**src/hdl/assert_macros.svh**
```systemverilog
// Assertion macros for the sorter RTL.
`ifndef ASSERT_MACROS_SVH
`define ASSERT_MACROS_SVH
`ifndef SYNTHESIS
`define ASSERT_IMPL(label, clk, rst_n, prop) \
	label: assert property (@(posedge clk) disable iff (!rst_n) prop) \
		else $error("assertion failed");
`define ASSERT_NEVER(label, clk, rst_n, expr) \
	label: assert property (@(posedge clk) disable iff (!rst_n) !(expr)) \
		else $error("forbidden condition");
`else
`define ASSERT_IMPL(label, clk, rst_n, prop)
`define ASSERT_NEVER(label, clk, rst_n, expr)
`endif
`endif

```
**src/hdl/sksort_pkg.sv**
```systemverilog
// Package: shared types and constants of the score key entry sorter.
`timescale 1ns / 1ps
package sksort_pkg;
	localparam int unsigned MaxEntries = 64;
	localparam int unsigned KeyW = 32;
	localparam int unsigned CapW = 7;
	localparam logic [CapW-1:0] CapReset = 7'd64;
	localparam int unsigned OutDataW = 3 * KeyW;

	// Classified item passed from front to back end.
	typedef struct packed {
		logic [KeyW-1:0] key;
		logic [KeyW-1:0] ref_w;
		logic [KeyW-1:0] id;
		logic            keep;
		logic            last;
	} item_t;
endpackage

```
**src/hdl/sksort_front.sv**
```systemverilog
// Front end: accepts items, applies the capacity limit, feeds the queue.
`timescale 1ns / 1ps
module sksort_front #(
	parameter int unsigned MAX_ENTRIES = sksort_pkg::MaxEntries
) (
	input  logic                        clk,
	input  logic                        arst_n,
	input  logic [sksort_pkg::CapW-1:0] capacity,
	input  logic                        in_valid,
	output logic                        in_ready,
	input  logic [sksort_pkg::KeyW-1:0] in_key,
	input  logic [sksort_pkg::KeyW-1:0] in_ref,
	input  logic [sksort_pkg::KeyW-1:0] in_id,
	input  logic                        in_last,
	output logic                        q_valid,
	input  logic                        q_ready,
	output sksort_pkg::item_t           q_item
);
	localparam int unsigned CntW = $clog2(MAX_ENTRIES + 1);
	localparam int unsigned QD = 2;

	logic [CntW-1:0] count_q;
	logic [7:0] eff_cap;
	sksort_pkg::item_t fifo_q [QD];
	logic wr_ptr_q, rd_ptr_q;
	logic [1:0] fill_q;
	logic push, pop;

	// Effective capacity: zero reads as one, clamp to depth.
	always_comb begin
		eff_cap = {1'b0, capacity};
		if (eff_cap == 8'd0) eff_cap = 8'd1;
		if (eff_cap > 8'(MAX_ENTRIES)) eff_cap = 8'(MAX_ENTRIES);
	end

	assign in_ready = (fill_q != 2'(QD));
	assign push = in_valid && in_ready;
	assign pop = q_valid && q_ready;
	assign q_valid = (fill_q != 2'd0);
	assign q_item = fifo_q[rd_ptr_q];

	// Count of kept entries in the current batch.
	always_ff @(posedge clk or negedge arst_n) begin
		if (!arst_n) begin
			count_q <= '0;
		end else if (push) begin
			if (in_last) count_q <= '0;
			else if (8'(count_q) < eff_cap) count_q <= count_q + 1'b1;
		end
	end

	// Two-entry queue toward the back end.
	always_ff @(posedge clk or negedge arst_n) begin
		if (!arst_n) begin
			wr_ptr_q <= 1'b0;
			rd_ptr_q <= 1'b0;
			fill_q <= '0;
		end else begin
			if (push) wr_ptr_q <= ~wr_ptr_q;
			if (pop) rd_ptr_q <= ~rd_ptr_q;
			fill_q <= fill_q + {1'b0, push} - {1'b0, pop};
		end
	end

	always_ff @(posedge clk) begin
		if (push) begin
			fifo_q[wr_ptr_q].key <= in_key;
			fifo_q[wr_ptr_q].ref_w <= in_ref;
			fifo_q[wr_ptr_q].id <= in_id;
			fifo_q[wr_ptr_q].last <= in_last;
			fifo_q[wr_ptr_q].keep <= (8'(count_q) < eff_cap);
		end
	end
endmodule

```
**config.mk**
```make
export PLATFORM = sky130hd
export DESIGN_NAME = sksort_front
export DESIGN_NICKNAME = d
export VERILOG_FILES = /design/src/hdl/assert_macros.svh /design/src/hdl/sksort_pkg.sv /design/src/hdl/sksort_front.sv
export SDC_FILE = /design/constraint.sdc
export NUM_CORES = 1
export LEC_CHECK = 0
export ABC_AREA = 0
export BUFFER_PORTS_ARGS = -buffer_cell sky130_fd_sc_hd__clkbuf_2
export CAP_MARGIN = 20
export CORE_ASPECT_RATIO = 1.25
export CORE_MARGIN = 2
export CORE_UTILIZATION = 49
export CTS_CLUSTER_SIZE = 16
export DETAILED_ROUTE_END_ITERATION = 6
export MAX_ROUTING_LAYER = met4
export PLACE_DENSITY = 0.75
export RECOVER_POWER = 50
export SYNTH_ARGS = -nofsm -noshare
export SYNTH_HDL_FRONTEND = slang
export SYNTH_SLANG_ARGS = --single-unit
```
**constraint.sdc**
```tcl
create_clock -name clk -period 9.3 [get_ports clk]
set_clock_uncertainty 0.1 [all_clocks]
set_input_delay 0.465 -clock clk [delete_from_list [all_inputs] [get_ports clk]]
set_output_delay 0.465 -clock clk [all_outputs]
set_load 0.01 [all_outputs]
```
* Word level (Yosys, flattened, before mapping)
Memories as Yosys holds them, arrays and structs flattened. Cells that the tools add are included.
Storage, ports and cells: bits in writable memories 196, output and inout port bits 100, flip-flop bits (word level) 11, memories 1
Cells by class: reduce and logical (&&, ||, !) cells 6, add/subtract/negate cells 3, eq/ne operators 1, bitwise logic cells 2, muxes and demuxes 6, order comparisons 2
Memory list:
- fifo_q | depth 2, width 98, read ports 1, clocked after Yosys merged registers in 0, wr ports 1, line sksort_front.sv:24 | sksort_pkg::item_t fifo_q [QD];
Operators by type and width (count):
- $mux 7 | 4
- $gt 8x7->1 const B | 1
- $add 7x1->7 const B | 1
- $logic_not 7->1 | 1
- $lt 7x7->1 | 1
- $reduce_bool 2->1 | 2
- $add 2x1->2 | 1
- $logic_and 1x1->1 | 2
- $mux 1 | 2
- $ne 2x2->1 const B | 1
- $not 1->1 | 2
- $reduce_and 2->1 | 1
- $sub 2x1->2 | 1

* Depth between registers and ports, before layout
Gate-level depths: netlist of run 1.
depth after elaboration 7, gate-level depth with buffers 10, gate-level depth less buffers 9

* Worst setup path before layout of run 1
Ideal clock, no wire load.
path type register to register, start reg fill_q[1], end mem fifo_q[0][0] (netlist name) (enable), arrival time 4.981 ns, stages on the path, launching flop included 5, setup slack 3.663 ns, buffers on the path 0, cell sequence dfrtp_1 -> nand2b_2 -> and2_4 -> clkinv_1 -> nor2_1
Between the ends: cells in the longest elaborated chain, start to end 4
Ends and longest elaborated chain:
- start: declaration | line sksort_front.sv:26 | logic [1:0] fill_q;
- start signal: assignment | line sksort_front.sv:61 | fill_q <= fill_q + {1'b0, push} - {1'b0, pop};
- $ne 2x2->1 | line sksort_front.sv:36 | assign in_ready = (fill_q != 2'(QD));
- via in_ready | line sksort_front.sv:10 | output logic in_ready,
- $logic_and 1x1->1 | line sksort_front.sv:37 | assign push = in_valid && in_ready;
- $mux 1 | line sksort_front.sv:66 | if (push) begin
- $mux 1 (not written as such) | line sksort_front.sv:70 | fifo_q[wr_ptr_q].last <= in_last;
- end: declaration | line sksort_front.sv:24
The timed path passes the listed nets, and every way through them passes these cells.

* Final worst setup path of run 1
start reg fill_q[1], end mem fifo_q[0][19] (netlist name) (enable)
Between the ends: cells in the longest elaborated chain, start to end 4
Ends and longest elaborated chain:
- $ne 2x2->1 | line sksort_front.sv:36
- $logic_and 1x1->1 | line sksort_front.sv:37
- $mux 1 | line sksort_front.sv:66
- $mux 1 (not written as such) | line sksort_front.sv:69 | fifo_q[wr_ptr_q].id <= in_id;
Every way passes these cells.

==> results.json, run 1 <==
{
  "outcome": "finished, violations left",
  "violations": "max-capacitance violations, max-slew violations",
  "synth_area_leaders": "edfxtp_1, mux2_2, dfrtp_1, ha_1, nand2_1",
  "syn_inst": 391,
  "min_path_type": "input pin to register",
  "diodes": 0,
  "first_iter_violations": 220,
  "crit_type": "register to register",
  "drv_cap": 2,
  "worstMarginPinSlew_ns": 2.47,
  "ys_seq_area_share_pct": 78.9,
  "grtUsageTotal_pct": 16.8,
  "fin_crit_sh_pct": 39.5,
  "layout-drive-gt1-share_pct": 41.8,
  "yosys_warnings": 0,
  "synth_area_sq_mm": 0.00781,
  "p_leak_nw": 3.50,
  "synth.top_cell.area_share_pct": 75.3,
  "fillers": 1215,
  "crit_chain": "nand2b_1 -> and2_0 -> clkinv_1 -> nor2_1 -> clkbuf_1",
  "yosys_most_used_dff": "edfxtp_1",
  "grt_pass1_vias": 4425,
  "worstSetupStartpointType": "register",
  "min_path_cells": 1,
  "cts.htree.levels": 1,
  "port_buffers": 207,
  "end_kind": "register",
  "rsz0062_at_grt": "no",
  "yosysTopAreaCell": "edfxtp_1",
  "cp.required_ns": 9.25,
  "power_density_mw_per_mm2": 305,
  "slowest_delay_ns": 1.77,
  "final.min_clock_period_ns": 3.67,
  "start_util_pct": 50.2,
  "syn-num-nets": 508,
  "syn_to_final_growth_pct": 23.1,
  "vias": 4258,
  "clock_sinks": 207,
  "clk_latency_ns": 0.49,
  "core_area_sq_mm": 0.0156,
  "max_slew_margin_pct": -64.3,
  "placed_area_sq_mm": 0.00910,
  "firstDrtPassIters": 4,
  "die_x_um": 117,
  "clock_tree.root_cell": "clkbuf_16",
  "hold_viol": 0,
  "synth_edf_count": 196,
  "multi_input_area_sq_mm": 0.00158,
  "regToRegStartpoint": "fill_q[1]$_DFF_PN0_",
  "crit_fanout": 44,
  "synth-seq-cells": 207,
  "final_max_slew_viol_count": 86,
  "drc": 0,
  "via_per_inst": 5.08,
  "hold_start": "in_ref[13]",
  "num_rows": 51,
  "whs_ns": 0.0641,
  "grt_pass1_wl_um": 21700,
  "r2r_cells": 5,
  "finalNetCount": 730,
  "finalSetupViolCount": 0,
  "wl_per_cell_um": 17.1,
  "grt_max_degree": 60,
  "cp_data_arrival_time_ns": 3.63,
  "antenna_found_initial": 0,
  "tritoncts": "built",
  "cts_setup_buffers": 0,
  "ios": 208,
  "tns_ns": 0,
  "ys_types": 36,
  "gp_congestion": 0.771,
  "drtAntennaViolNets": 0,
  "grt_overflow_total": 0,
  "dieArea_sq_mm": 0.0170,
  "dp_hpwl_um": 9720,
  "clock.fmax_mhz": 272,
  "syn-mean-instance-area_sq_um": 20.0,
  "timing.critical_path.slowest_stage_cell": "clkbuf_1",
  "startpoint": "fill_q[1]$_DFF_PN0_",
  "cts_buffer_depth": 3,
  "finalInstanceArea_sq_mm": 0.00961,
  "synth_async_sr_flop_share_pct": 5.31,
  "drt-total-wl_um": 14300,
  "cts_buffers": 20,
  "fp.dieH_um": 145,
  "clk_pin_slew_ns": 0.06,
  "ir_drop_mv": 0.213,
  "regArea_sq_mm": 0.00616
}
-- synthesized netlist by cell type (3+ instances only) --
master,number
nand2_1,13
clkbuf_1,9
and3_1,4
nor2_1,3
nand4_1,4
ha_1,9
edfxtp_1,196
nand3_1,3
dfrtp_1,11
xnor2_1,3
mux2_2,98
o21ai_0,4
inv_1,3
a21oi_1,5
-- power breakdown --
| part | internal [mW] | total [mW] | switching, mW |
|---|---|---|---|
| clock network | 0.430 | 0.751 | 0.321 |
| registers | 1.28 | 1.37 | 0.0893 |
| logic | 0.371 | 0.813 | 0.442 |
-- final timing paths --
check / endpoint / slack [ns]
worst max-delay path: fifo_q[0][19]$_DFFE_PP_ / 5.63
worst min-delay path: fifo_q[0][47]$_DFFE_PP_ / 0.06
worst max register to register: fifo_q[0][19]$_DFFE_PP_ / 5.63
worst min register to register: wr_ptr_q$_DFFE_PN0P_ / 0.39
max in group asynchronous: rd_ptr_q$_DFFE_PN0P_ / 8.24
min in group asynchronous: fill_q[1]$_DFF_PN0_ / 0.41
-- state kept, by name (all words and copies together) (netlist names) --
name and count:
fifo_q 196, rd_ptr_q 1, fill_q 2, wr_ptr_q 1
count_q 7
-- cell families after synthesis --
logic type               count (synthesis)  share of synthesized area (%)
buffers and inverters                   16                          0.897
AO/OA/AOI/OAI                           17                           1.39
flip-flops                             207                           78.9
multiplexers                            99                           14.3
XOR/XNOR                                 4                          0.449
adder cells (fa/ha/maj)                  9                           1.44
AND/OR/NAND/NOR                         39                           2.69
-- cells in the final DEF, fill, tap and decap left out, types with 4 or more instances in the layout --
| cell type | instances |
|---|---|
| a21oi_1 | 5 |
| and3_1 | 4 |
| clkbuf_1 | 83 |
| clkbuf_16 | 20 |
| clkbuf_2 | 131 |
| clkinv_1 | 5 |
| dfrtp_1 | 10 |
| edfxtp_1 | 196 |
| ha_1 | 9 |
| mux2_2 | 98 |
| nand2_1 | 13 |
| nand4_1 | 4 |
| o21ai_0 | 4 |
-- worst max-delay path: cells and delay by family, from the launching register on --
kind / cells / cell delay (ns)
buffers and inverters: 2 / 2.05
flip-flops: 1 / 0.40
AND/OR/NAND/NOR: 3 / 0.66
-- per-stage QoR --
| step | power [mW] | instances | utilization, % | worst slack, ns |
|---|---|---|---|---|
| 6_report | 2.93 | 839 | 61.7 | 5.63 |
| 5_1_grt | 3.08 | 839 | 61.7 | 5.22 |
| 4_1_cts | 2.98 | 839 | 62.5 | 6.08 |
| 3_5_place_dp | 2.22 | 802 | 58.5 | 6.61 |
| 3_3_place_gp | 2.19 | 802 | 58.5 | 6.67 |
| 2_1_floorplan | 1.91 | 391 | - | 3.66 |
-- per-layer routing --
metal | part of all wire, % | up-vias | wire length (um) | global-route usage [%]
li1 | - | 1986 | - | -
met1 | 37 | 2086 | 5330 | 18.5
met2 | 53 | 156 | 7660 | 29.7
met3 | 6.8 | 30 | 978 | 3.68
met4 | 2.6 | 0 | 380 | 5.82
met5 | 0 | - | 0 | -
-- final cells by class --
cell class                      instances  area share [%]
Tap cell                              212            2.76
Clock inverter                          9           0.937
Timing Repair Buffer                  212            10.2
Clock buffer                           27            5.48
Multi-Input combinational cell        168            16.4
Inverter                                4           0.156
Sequential cell                       207            64.1
-- what timing repair did --
| action | CTS | global route |
|---|---|---|
| hold endpoints to repair | 11 | 0 |
| resized for setup | 0 | 0 |
| hold buffers | 1 | 0 |
| endpoints found under the setup margin | 0 | 0 |
Power figures use the tool's default switching activity.
==> inputs of run 2 (changes only) <==
--- a/config.mk
+++ b/config.mk
@@ -5,12 +5,12 @@
 export SDC_FILE = /design/constraint.sdc
 export NUM_CORES = 1
 export LEC_CHECK = 0
-export ABC_AREA = 0
+export ABC_AREA = 1
 export BUFFER_PORTS_ARGS = -buffer_cell sky130_fd_sc_hd__clkbuf_2
 export CAP_MARGIN = 20
 export CORE_ASPECT_RATIO = 1.25
 export CORE_MARGIN = 2
-export CORE_UTILIZATION = 49
+export CORE_UTILIZATION = 47
 export CTS_CLUSTER_SIZE = 16
 export DETAILED_ROUTE_END_ITERATION = 6
 export MAX_ROUTING_LAYER = met4
==> constraint.sdc (replaced) <==
create_clock -name clk -period 3.35 [get_ports clk]
set_clock_uncertainty 0.1 [all_clocks]
set_input_delay 0.1675 -clock clk [delete_from_list [all_inputs] [get_ports clk]]
set_output_delay 0.1675 -clock clk [all_outputs]
set_load 0.01 [all_outputs]
==> run 2 against run 1 <==
The run now ends clean; synthesized area is 1.5% higher; via count up 30%; register-to-register slack lost 4.7 ns; global-route usage up 2.9 points; cell count up 39%; worst setup slack lost 5.0 ns; critical path type is now register to output port; largest power group unchanged.
==> results.json, run 2 <==
{
  "ir_drop_mv": 0.576,
  "syn-num-nets": 741,
  "grtUsageTotal_pct": 19.7,
  "timing.critical_path.slowest_stage_cell": "dfrtp_4",
  "synth_common_cells": "nand2_1, edfxtp_1, clkbuf_1, nor2_1, dfrtp_1",
  "worstSetupStartpointType": "register",
  "layout-drive-gt1-share_pct": 20.4,
  "yosysTopAreaCell": "edfxtp_1",
  "crit_type": "register to output port",
  "clk_latency_ns": 0.47,
  "reg_top3": "fifo_q (196), count_q (7), fill_q (2)",
  "fp.dieH_um": 149,
  "dieArea_sq_mm": 0.0179,
  "tritoncts": "built",
  "end_kind": "output port",
  "drt-total-wl_um": 17100,
  "cts.htree.levels": 1,
  "yosys_warnings": 0,
  "yosys_most_used_dff": "edfxtp_1",
  "synth_async_sr_flop_share_pct": 5.31,
  "min_path_type": "input pin to register",
  "start_util_pct": 47.7,
  "clk_pin_slew_ns": 0.06,
  "finalNonFillerCells": 1168,
  "num_rows": 53,
  "syn_to_final_growth_pct": 35.0,
  "clock.fmax_mhz": 367,
  "final.min_clock_period_ns": 2.72,
  "gp_congestion": 0.804,
  "final_cell_mix": "nand2_1, edfxtp_1, clkbuf_2",
  "final_max_slew_viol_count": 0,
  "dp.cells": 1034,
  "first_iter_violations": 438,
  "drc": 0,
  "fillers": 1225,
  "synthMuxAreaShare_pct": 0,
  "crit_chain": "clkinv_2 -> buf_12 -> nand2_1 -> nand2_1 -> clkbuf_2",
  "synth_top_family_by_area": "simple AND/OR/NAND/NOR gates",
  "synth-simple-area-share_pct": 17.8,
  "fin_crit_sh_pct": 81.3,
  "multi_input_area_sq_mm": 0.00161,
  "synth_area_sq_mm": 0.00793,
  "largest_register_ffs": 196,
  "finalSetupViolCount": 0,
  "hold_viol": 0,
  "via_per_inst": 4.74,
  "wl_per_cell_um": 14.7,
  "regArea_sq_mm": 0.00616,
  "firstDrtPassIters": 5,
  "core_area_sq_mm": 0.0166,
  "cp_data_arrival_time_ns": 2.45,
  "ios": 208,
  "synth_fa_ha_area_share_pct": 1.42,
  "syn_inst": 624,
  "rsz0062_at_grt": "no",
  "final_util_pct": 64.3,
  "total_power_mw": 8.51,
  "cts_buffer_depth": 3,
  "cts_setup_buffers": 0,
  "whs_ns": 0.123,
  "slowest_delay_ns": 0.80,
  "cpMostUsedCell": "nand2_1",
  "synth_most_common_cell": "nand2_1",
  "port_buffers": 207,
  "grt_max_degree": 91,
  "synth_edf_count": 196,
  "ys_types": 24,
  "synth_area_leaders": "edfxtp_1, nand2_1, dfrtp_1, ha_1, clkbuf_1",
  "place_ws_ns": 1.20,
  "diodes": 0,
  "synth_compound_area_share_pct": 0.489,
  "grt_pass1_vias": 5857,
  "finalNetCount": 1052,
  "cts_buffers": 20,
  "synth-seq-cells": 207,
  "worstMarginPinSlew_ns": 0.974,
  "ys_seq_area_share_pct": 77.7,
  "power_density_mw_per_mm2": 795,
  "top_register": "fifo_q",
  "vias": 5540,
  "grt_overflow_total": 0,
  "fin_ws_ns": 0.628,
  "placed_area_sq_mm": 0.00924,
  "clock_sinks": 207,
  "outcome": "finished, final reports clean",
  "synth.top_cell.area_share_pct": 74.2,
  "p_leak_nw": 4.56,
  "dp_hpwl_um": 10000,
  "grt_pass1_wl_um": 27000,
  "die_x_um": 120,
  "finalInstanceArea_sq_mm": 0.0107,
  "drtAntennaViolNets": 0,
  "crit_fanout": 88,
  "antenna_found_initial": 0,
  "drv_cap": 0,
  "syn-mean-instance-area_sq_um": 12.7,
  "tns_ns": 0,
  "final_common_cell": "nand2_1",
  "cp.required_ns": 3.08,
  "clock_tree.root_cell": "clkbuf_16",
  "synth-xor-area-share_pct": 0.883,
  "max_slew_margin_pct": 34.8
}
## run 2: where the power goes
group | internal [mW] | switching (mW) | total [mW]
clock | 1.14 | 0.866 | 2.01
sequential | 3.52 | 0.255 | 3.77
combinational | 0.938 | 1.79 | 2.73
## run 2: cells by family after synthesis
| group | count (synthesis) |
|---|---|
| fa+ha+maj | 9 |
| compound gates | 4 |
| flops | 207 |
| xor+xnor | 8 |
| buf+inv | 34 |
| simple gates | 362 |
## run 2: critical path: cells and delay by family, from the launching register on
family        cells  cell delay (ns)
flops             1             0.80
buf+inv           3             0.79
simple gates      2             0.22
## run 2: final cells by class
class / instances / area share (%)
Inverter: 13 / 0.467
Clock buffer: 25 / 5.05
Multi-Input combinational cell: 383 / 15.0
Sequential cell: 207 / 57.6
Timing Repair Buffer: 310 / 18.9
Tap cell: 220 / 2.57
Clock inverter: 10 / 0.432
## run 2: final timing paths
| kind | startpoint | end | slack (ns) | cells after the start |
|---|---|---|---|---|
| worst min-delay path | in_valid | count_q[3]$_DFFE_PN0P_ | 0.12 | 5 |
| worst min register to register | fill_q[0]$_DFF_PN0_ | fill_q[0]$_DFF_PN0_ | 0.43 | 1 |
| min in group asynchronous | arst_n | fill_q[0]$_DFF_PN0_ | 0.13 | 2 |
| worst max-delay path | rd_ptr_q$_DFFE_PN0P_ | q_item[96] | 0.63 | 5 |
| max in group asynchronous | arst_n | rd_ptr_q$_DFFE_PN0P_ | 2.54 | 2 |
| worst max register to register | fill_q[1]$_DFF_PN0_ | fifo_q[0][93]$_DFFE_PP_ | 0.93 | 4 |
## run 2: timing repair
action                                  CTS  global route
endpoints found under the setup margin    0             0
hold endpoints to repair                211             0
hold buffers                             99             0
resized for setup                         0             0
## run 2: layer usage
metal,global-route usage (%),vias to the layer above,wire length [um]
li1,-,2709,-
met1,21.4,2591,6710
met3,3.48,45,967
met4,7.41,0,476
met5,-,-,0
met2,36.0,195,8980
